## src/design/sha256_pkg.sv

```systemverilog
package sha256_pkg;

  localparam int unsigned WordW  = 32;
  localparam int unsigned NumH   = 8;
  localparam int unsigned Rounds = 64;

  localparam logic [7:0] PadMarker = 8'h80;

  typedef struct packed {
    logic       cmd;
    logic [7:0] data_byte;
  } in_req_t;

  typedef struct packed {
    logic [31:0] digest_word;
    logic [2:0]  word_index;
    logic        last_word;
  } out_req_t;

  typedef enum logic {
    CMD_ABSORB = 1'b0,
    CMD_FINISH = 1'b1
  } cmd_e;

  typedef enum logic [2:0] {
    ST_IDLE,
    ST_PAD,
    ST_LOAD,
    ST_ROUND,
    ST_FOLD,
    ST_OUT
  } state_e;

  // Control strobes from the sequencer to the datapath units.
  typedef struct packed {
    logic shift_byte;
    logic load_work;
    logic do_round;
    logic fold;
    logic reset_h;
  } ctrl_t;

  localparam logic [31:0] InitH [NumH] = '{
    32'h6a09e667, 32'hbb67ae85, 32'h3c6ef372, 32'ha54ff53a,
    32'h510e527f, 32'h9b05688c, 32'h1f83d9ab, 32'h5be0cd19
  };

  localparam logic [31:0] RoundK [Rounds] = '{
    32'h428a2f98, 32'h71374491, 32'hb5c0fbcf, 32'he9b5dba5,
    32'h3956c25b, 32'h59f111f1, 32'h923f82a4, 32'hab1c5ed5,
    32'hd807aa98, 32'h12835b01, 32'h243185be, 32'h550c7dc3,
    32'h72be5d74, 32'h80deb1fe, 32'h9bdc06a7, 32'hc19bf174,
    32'he49b69c1, 32'hefbe4786, 32'h0fc19dc6, 32'h240ca1cc,
    32'h2de92c6f, 32'h4a7484aa, 32'h5cb0a9dc, 32'h76f988da,
    32'h983e5152, 32'ha831c66d, 32'hb00327c8, 32'hbf597fc7,
    32'hc6e00bf3, 32'hd5a79147, 32'h06ca6351, 32'h14292967,
    32'h27b70a85, 32'h2e1b2138, 32'h4d2c6dfc, 32'h53380d13,
    32'h650a7354, 32'h766a0abb, 32'h81c2c92e, 32'h92722c85,
    32'ha2bfe8a1, 32'ha81a664b, 32'hc24b8b70, 32'hc76c51a3,
    32'hd192e819, 32'hd6990624, 32'hf40e3585, 32'h106aa070,
    32'h19a4c116, 32'h1e376c08, 32'h2748774c, 32'h34b0bcb5,
    32'h391c0cb3, 32'h4ed8aa4a, 32'h5b9cca4f, 32'h682e6ff3,
    32'h748f82ee, 32'h78a5636f, 32'h84c87814, 32'h8cc70208,
    32'h90befffa, 32'ha4506ceb, 32'hbef9a3f7, 32'hc67178f2
  };

  function automatic logic [31:0] rotr(input logic [31:0] x, input int unsigned n);
    return (x >> n) | (x << (32 - n));
  endfunction

endpackage

```

## src/design/sha256_sched.sv

```systemverilog
module sha256_sched (
  input  logic              clk_i,
  input  sha256_pkg::ctrl_t ctrl_i,
  input  logic [7:0]        byte_i,
  output logic [31:0]       w_o
);
  import sha256_pkg::*;

  // Sixteen-word window; the oldest word sits in the top bits. Bytes shift in
  // during absorb and padding, and words shift through it during the rounds.
  logic [511:0] msg_q;
  logic [31:0]  w0, w1, w9, w14, sig0, sig1, w_new;

  assign w0  = msg_q[511:480];
  assign w1  = msg_q[479:448];
  assign w9  = msg_q[223:192];
  assign w14 = msg_q[63:32];

  assign sig0  = rotr(w1, 7) ^ rotr(w1, 18) ^ (w1 >> 3);
  assign sig1  = rotr(w14, 17) ^ rotr(w14, 19) ^ (w14 >> 10);
  assign w_new = sig1 + w9 + sig0 + w0;
  assign w_o   = w0;

  always_ff @(posedge clk_i) begin
    if (ctrl_i.shift_byte) begin
      msg_q <= {msg_q[503:0], byte_i};
    end else if (ctrl_i.do_round) begin
      msg_q <= {msg_q[479:0], w_new};
    end
  end

endmodule

```

## src/design/sha256_round.sv

```systemverilog
module sha256_round (
  input  logic              clk_i,
  input  logic              rst_ni,
  input  sha256_pkg::ctrl_t ctrl_i,
  input  logic [31:0]       w_i,
  input  logic [5:0]        rnd_i,
  input  logic [2:0]        rd_idx_i,
  output logic [31:0]       h_word_o
);
  import sha256_pkg::*;

  logic [31:0] h_q  [NumH];
  logic [31:0] wk_q [NumH];
  logic [31:0] a, b, c, d, e, f, g, h;
  logic [31:0] big_s0, big_s1, ch, maj, t1, t2;

  assign a = wk_q[0];
  assign b = wk_q[1];
  assign c = wk_q[2];
  assign d = wk_q[3];
  assign e = wk_q[4];
  assign f = wk_q[5];
  assign g = wk_q[6];
  assign h = wk_q[7];

  assign big_s1 = rotr(e, 6) ^ rotr(e, 11) ^ rotr(e, 25);
  assign big_s0 = rotr(a, 2) ^ rotr(a, 13) ^ rotr(a, 22);
  assign ch     = (e & f) ^ (~e & g);
  assign maj    = (a & b) ^ (a & c) ^ (b & c);
  assign t1     = h + big_s1 + ch + RoundK[rnd_i] + w_i;
  assign t2     = big_s0 + maj;

  assign h_word_o = h_q[rd_idx_i];

  // Chaining state: resets to the initial hash values.
  always_ff @(posedge clk_i or negedge rst_ni) begin
    if (!rst_ni) begin
      for (int i = 0; i < NumH; i++) h_q[i] <= InitH[i];
    end else if (ctrl_i.reset_h) begin
      for (int i = 0; i < NumH; i++) h_q[i] <= InitH[i];
    end else if (ctrl_i.fold) begin
      for (int i = 0; i < NumH; i++) h_q[i] <= h_q[i] + wk_q[i];
    end
  end

  always_ff @(posedge clk_i) begin
    if (ctrl_i.load_work) begin
      for (int i = 0; i < NumH; i++) wk_q[i] <= h_q[i];
    end else if (ctrl_i.do_round) begin
      wk_q[7] <= g;
      wk_q[6] <= f;
      wk_q[5] <= e;
      wk_q[4] <= d + t1;
      wk_q[3] <= c;
      wk_q[2] <= b;
      wk_q[1] <= a;
      wk_q[0] <= t1 + t2;
    end
  end

endmodule

```

## src/design/sha256_hash_engine_unit.sv

```systemverilog
// Channel  | Direction | Handshake             | Payload
// ---------+-----------+-----------------------+------------------------------------
// in       | input     | in_valid_i/in_ready_o | in_req_i: cmd, data_byte
// out      | output    | out_valid_o/out_ready_i | out_req_o: digest_word, word_index,
//          |           |                       |   last_word
//
// Absorb requests are taken back to back while the block is idle. The request that
// completes a 64-byte block is followed by a busy compression: the working words
// are loaded, 64 rounds run on the single round unit, and the result is folded into
// the chaining state. A finish request shifts in one pad byte per cycle up to the
// block end (64 minus the block fill), runs the compression, repeats both for a
// second block when the length does not fit, and then hands out eight digest words.
// Reset returns the chaining state to the initial hash values and the count to zero.
// The output register lets new requests be taken while the last digest word waits;
// a stalled output only holds the block while it still has words to deliver.
module sha256_hash_engine_unit (
  input  logic                 clk_i,
  input  logic                 rst_ni,
  input  logic                 in_valid_i,
  output logic                 in_ready_o,
  input  sha256_pkg::in_req_t  in_req_i,
  output logic                 out_valid_o,
  input  logic                 out_ready_i,
  output sha256_pkg::out_req_t out_req_o
);
  import sha256_pkg::*;

  state_e      state_q, state_d;
  ctrl_t       ctrl;
  logic [7:0]  shift_byte;
  logic [63:0] count_q;
  logic [5:0]  rnd_q;
  logic [5:0]  pad_pos_q;
  logic [2:0]  out_idx_q;
  logic        first_q, fin_q, final_blk_q;
  logic        out_valid_q;
  out_req_t    out_q;
  logic        in_acc, out_load;
  logic [63:0] bit_len;
  logic [7:0]  len_byte, pad_byte;
  logic [31:0] w, h_word;

  assign in_ready_o  = (state_q == ST_IDLE);
  assign in_acc      = in_valid_i && in_ready_o;
  assign out_valid_o = out_valid_q;
  assign out_req_o   = out_q;
  assign out_load    = (state_q == ST_OUT) && (!out_valid_q || out_ready_i);

  // Padding bytes: the marker first, then zeros, and in the final block the
  // big-endian bit length in the last eight positions.
  assign bit_len  = {count_q[60:0], 3'b000};
  assign len_byte = bit_len[{~pad_pos_q[2:0], 3'b000} +: 8];
  always_comb begin
    if (first_q) begin
      pad_byte = PadMarker;
    end else if (final_blk_q && (pad_pos_q[5:3] == 3'd7)) begin
      pad_byte = len_byte;
    end else begin
      pad_byte = 8'h00;
    end
  end

  always_ff @(posedge clk_i or negedge rst_ni) begin
    if (!rst_ni) begin
      state_q <= ST_IDLE;
    end else begin
      state_q <= state_d;
    end
  end

  always_comb begin
    state_d    = state_q;
    ctrl       = '0;
    shift_byte = in_req_i.data_byte;
    case (state_q)
      ST_IDLE: begin
        if (in_acc) begin
          if (in_req_i.cmd == CMD_FINISH) begin
            state_d = ST_PAD;
          end else begin
            ctrl.shift_byte = 1'b1;
            if (count_q[5:0] == 6'd63) state_d = ST_LOAD;
          end
        end
      end
      ST_PAD: begin
        ctrl.shift_byte = 1'b1;
        shift_byte      = pad_byte;
        if (pad_pos_q == 6'd63) state_d = ST_LOAD;
      end
      ST_LOAD: begin
        ctrl.load_work = 1'b1;
        state_d        = ST_ROUND;
      end
      ST_ROUND: begin
        ctrl.do_round = 1'b1;
        if (rnd_q == 6'd63) state_d = ST_FOLD;
      end
      ST_FOLD: begin
        ctrl.fold = 1'b1;
        if (!fin_q) begin
          state_d = ST_IDLE;
        end else if (final_blk_q) begin
          state_d = ST_OUT;
        end else begin
          state_d = ST_PAD;
        end
      end
      ST_OUT: begin
        if (out_load && (out_idx_q == 3'd7)) begin
          ctrl.reset_h = 1'b1;
          state_d      = ST_IDLE;
        end
      end
      default: state_d = ST_IDLE;
    endcase
  end

  // Sequencer counters and message length.
  always_ff @(posedge clk_i or negedge rst_ni) begin
    if (!rst_ni) begin
      count_q     <= '0;
      rnd_q       <= '0;
      pad_pos_q   <= '0;
      out_idx_q   <= '0;
      first_q     <= 1'b0;
      fin_q       <= 1'b0;
      final_blk_q <= 1'b0;
    end else begin
      case (state_q)
        ST_IDLE: begin
          if (in_acc) begin
            if (in_req_i.cmd == CMD_FINISH) begin
              pad_pos_q   <= count_q[5:0];
              first_q     <= 1'b1;
              fin_q       <= 1'b1;
              final_blk_q <= (count_q[5:0] < 6'd56);
            end else begin
              count_q <= count_q + 64'd1;
            end
          end
        end
        ST_PAD: begin
          pad_pos_q <= pad_pos_q + 6'd1;
          first_q   <= 1'b0;
        end
        ST_LOAD:  rnd_q <= '0;
        ST_ROUND: rnd_q <= rnd_q + 6'd1;
        ST_FOLD: begin
          if (fin_q) final_blk_q <= 1'b1;
        end
        ST_OUT: begin
          if (out_load) begin
            out_idx_q <= out_idx_q + 3'd1;
            if (out_idx_q == 3'd7) begin
              fin_q   <= 1'b0;
              count_q <= '0;
            end
          end
        end
        default: ;
      endcase
    end
  end

  // Output register.
  always_ff @(posedge clk_i or negedge rst_ni) begin
    if (!rst_ni) begin
      out_valid_q <= 1'b0;
    end else if (out_load) begin
      out_valid_q <= 1'b1;
    end else if (out_ready_i) begin
      out_valid_q <= 1'b0;
    end
  end

  always_ff @(posedge clk_i) begin
    if (out_load) begin
      out_q.digest_word <= h_word;
      out_q.word_index  <= out_idx_q;
      out_q.last_word   <= (out_idx_q == 3'd7);
    end
  end

  sha256_sched u_sched (
    .clk_i  (clk_i),
    .ctrl_i (ctrl),
    .byte_i (shift_byte),
    .w_o    (w)
  );

  sha256_round u_round (
    .clk_i    (clk_i),
    .rst_ni   (rst_ni),
    .ctrl_i   (ctrl),
    .w_i      (w),
    .rnd_i    (rnd_q),
    .rd_idx_i (out_idx_q),
    .h_word_o (h_word)
  );

  // The last round always leads to the fold.
  a_round_to_fold : assert property (@(posedge clk_i) disable iff (!rst_ni)
    (state_q == ST_ROUND && rnd_q == 6'd63) |=> (state_q == ST_FOLD))
    else $error("round sequence did not end in the fold step");

  // A byte that fills the block starts a compression.
  a_full_block : assert property (@(posedge clk_i) disable iff (!rst_ni)
    (in_acc && in_req_i.cmd == CMD_ABSORB && count_q[5:0] == 6'd63) |=> (state_q == ST_LOAD))
    else $error("full block did not start a compression");

  // A finish request always goes to padding.
  a_finish_pads : assert property (@(posedge clk_i) disable iff (!rst_ni)
    (in_acc && in_req_i.cmd == CMD_FINISH) |=> (state_q == ST_PAD && first_q))
    else $error("finish request did not start padding");

  // Digest words are only handed out after the length block.
  a_out_after_final : assert property (@(posedge clk_i) disable iff (!rst_ni)
    (state_q == ST_OUT) |-> (fin_q && final_blk_q))
    else $error("digest output without the final padded block");

endmodule

```

## config.mk

```make
export PLATFORM = sky130hd
export DESIGN_NAME = sha256_hash_engine_unit
export DESIGN_NICKNAME = d
export VERILOG_FILES = /design/src/design/sha256_pkg.sv /design/src/design/sha256_sched.sv /design/src/design/sha256_round.sv /design/src/design/sha256_hash_engine_unit.sv
export SDC_FILE = /design/constraint.sdc
export NUM_CORES = 2
export LEC_CHECK = 0
export BUFFER_PORTS_ARGS = -buffer_cell sky130_fd_sc_hd__buf_2
export CAP_MARGIN = 20
export CORE_ASPECT_RATIO = 1.5
export CORE_MARGIN = 2
export CORE_UTILIZATION = 40
export CTS_BUF_LIST = sky130_fd_sc_hd__clkbuf_4
export DETAILED_ROUTE_END_ITERATION = 8
export PLACE_DENSITY = 0.53
export SYNTH_ARGS = -nofsm -noshare
export SYNTH_HDL_FRONTEND = slang
export SYNTH_SLANG_ARGS = --single-unit
```

## constraint.sdc

```tcl
create_clock -name clk_i -period 26.3 [get_ports clk_i]
set_input_delay 3.945 -clock clk_i [delete_from_list [all_inputs] [get_ports clk_i]]
set_output_delay 3.945 -clock clk_i [all_outputs]
set_load 0.02 [all_outputs]
```

==> results.toml <==
[yosys]
synth_xor_area_share_pct = 6.994
ys_ff_latch = 1143
syn_area_per_cell_sq_um = 9.233
ys_seq_area_share_pct = 42.59
synth_cells = 8341
synth_fa_ha_area_share_pct = 11.57
synth_top_family_by_area = "simple AND/OR/NAND/NOR gates"
synth_edf_count = 804
synth_area_sq_mm = 0.07701
synth_compound_area_share_pct = 13.57
synthesis.nets = 8946
yosysWarnings = 0
ys_dominant_reg_cell = "edfxtp_1"
ys_types = 101
ys_async_sr_fraction_pct = 29.66
synth-simple-area-share_pct = 17.63
synthMuxAreaShare_pct = 3.597

[clock_tree]
cts_tree = "done"
path_clk_slew_ps = 60
clock_path_buffers = 4
clock_latency_ps = 1260
cts_sinks = 1143
h-tree-depth = 5
postCtsSetupBuffers = 0
cts_hold_buf = 0
cts_buffers = 323
cts.repair.resized = 0
cts_root_buffer = "clkbuf_4"

[layout]
final_util_pct = 43.62
final_common_cell = "nand2_1"
drive_gt1_share_pct = 11.63
final_cell_mix = "nand2_1 (2395), edfxtp_1 (804), o21ai_0 (557)"
layout.nets = 8951
syn2layout_area_growth_pct = 8.609
final_area_sq_mm = 0.08364

[critical_path]
crit_type = "reg -> reg"
critPathMaxStageDelay_ps = 970
end_kind = "flop"
critPathMaxFanout = 16
slowest_stage = "ha_1"
crit_required_ps = 27230
worst_ep_arrival_time_ps = 11110
worst_setup_path_start_kind = "flop"

[global_route]
grt.overflow.total = 0
grt_usage_pct = 27.66
antenna_found_initial = 4
grt_pass1_vias = 62950
grt_first_pass_wirelength_um = 404500
grt_max_degree = 214

[drt]
drt_iter0_drc = 4518
routed_wl_um = 275300
post-route-drc-count = 0
wl_per_cell_um = 24.85
drtPass1Iterations = 8
via_per_inst = 5.595
vias = 61980
ant_nets = 0

[power_and_ir_drop]
combPwrFrac_pct = 0.4
seq_power_share_pct = 52.2
peakVddDrop_mv = 0.03418
power.density_mw_per_mm2 = 43.74
p_sw_share_pct = 23.23
clock_power_share_pct = 47.4
leakagePower_nw = 36.62
p_sw_w = 0.0008500
internal_power_w = 0.002809

[hold_path]
hold_class = "reg -> reg"

[placement]
port_buffers = 50
dp_hpwl_um = 202500
placed_cell_area_sq_mm = 0.07950
gp_congestion = 0.9780

[sta]
period_share_pct = 38.72
rsz0062_at_grt = "false"
fin_crit_ps = 10180
finalSetupTns_ps = 0
worst_pin_slew_ps = 1195
clock-skew-final_ps = 125.4
hold_viol = 0
slew_headroom_pct = 19.49
timing.fmax_mhz = 98.21
setup_violations = 0
slew_viol_final = 0

[floorplanning]
rows = 197
pin_count = 51
dieArea_sq_mm = 0.1961
die_y_um = 541.4
dieWidth_um = 362.3
start_util_pct = 40.16
coreArea_sq_mm = 0.1918

[outcome]
status = "complete, no violations"

[job]
max_cap_violations = 0
power groups by stage:
stage	Sequential (W)	Combinational, W	Clock [W]
after floorplan	0.00195	0.00000122	0
after global placement	0.00195	0.0000169	0
after detailed placement	0.00195	0.0000170	0
after CTS	0.00191	0.0000170	0.00179
after global routing	0.00191	0.0000182	0.00188
final	0.00191	0.0000161	0.00173
worst max-delay path, delay by kind of cell, from the launching register on:
family	cells	cell delay, ps
xor+xnor	2	380
buf+inv	6	770
fa+ha+maj	8	3770
simple gates	7	1440
flops	1	350
compound gates	15	3220
synth_stat cells, drive strengths merged, types with 46 or more instances:
cell,number,area [sq um]
nor3,120,628.1
mux2,58,653.1
dfrtp,203,5080
xor2,256,2242
ha,397,4967
a31oi,68,425.4
xnor2,359,3144
nand2b,57,356.6
nand3,154,770.7
a21o,196,1473
and3,46,291.5
o21bai,48,360.4
a21oi,439,2205
clkbuf,425,1595
fa,195,3904
mux4,82,1847
nand2,2401,9017
dfstp,136,3573
inv,353,1325
edfxtp,804,24140
o21a,59,442.9
a211oi,60,460.4
nor2,334,1254
o21ai,574,2877
state kept, by name (all words and copies together) (netlist names):
name,count
u_round.wk_q,256
rnd_q,6
final_blk_q,1
fin_q,1
u_round.h_q,256
pad_pos_q,6
out_req_o,36
count_q,61
state_q,3
out_valid_o,1
out_idx_q,3
first_q,1
u_sched.msg_q,512
cells by family (layout without fill, tap and decap cells):
group,count (synthesis),count (layout)
XOR/XNOR,615,615
buffers and inverters,824,1067
AND/OR/NAND/NOR,3298,3298
flip-flops,1143,1143
other,0,6
multiplexers,167,167
AO/OA/AOI/OAI,1698,1698
adder cells (fa/ha/maj),596,596
path summary, 6_finish.rpt:
check / startpoint / to / slack, ps / depth (start not counted)
setup / recovery: rnd_q[1] / u_round.wk_q[0][31] / 16120 / 38
hold / removal: u_sched.msg_q[145] / u_sched.msg_q[177] / 490 / 2
setup reg to reg: rnd_q[1] / u_round.wk_q[0][31] / 16120 / 38
hold reg to reg: u_sched.msg_q[145] / u_sched.msg_q[177] / 490 / 2
max in group asynchronous: rst_ni / u_round.h_q[68] / 21270 / 3
min in group asynchronous: rst_ni / u_round.h_q[94] / 2710 / 1
per-layer routing:
metal | global-route usage, % | share of wire (%) | vias up
met1 | 29.64 | 36 | 30530
met4 | 19.87 | 8.1 | 2
met5 | 0 | 0.0025 | -
met2 | 49.80 | 52 | 1808
met3 | 3.703 | 4.2 | 698
li1 | - | - | 28940
metrics by stage:
step | hold WS [ps] | power [W] | worst slack, ps | cells
3_5_place_dp | 511.5 | 0.001963 | 16270 | 10510
4_1_cts | 486.7 | 0.003718 | 16280 | 11070
6_report | 489.9 | 0.003659 | 16120 | 11080
5_1_grt | 489.0 | 0.003803 | 15570 | 11080
2_1_floorplan | 451.3 | 0.001948 | 9903 | 8341
3_3_place_gp | 494.1 | 0.001963 | 16200 | 10510
layout make-up:
cell class,instances,area (sq um)
fill,19050,108100
antenna,6,15.01
tap,2487,3112
inverter,355,1340
timing repair buffer,149,1049
sequential,1143,32810
multi-input combinational,6374,41180
clock inverter,93,601.8
clock buffer,470,3528
Power figures use the tool's default switching activity.
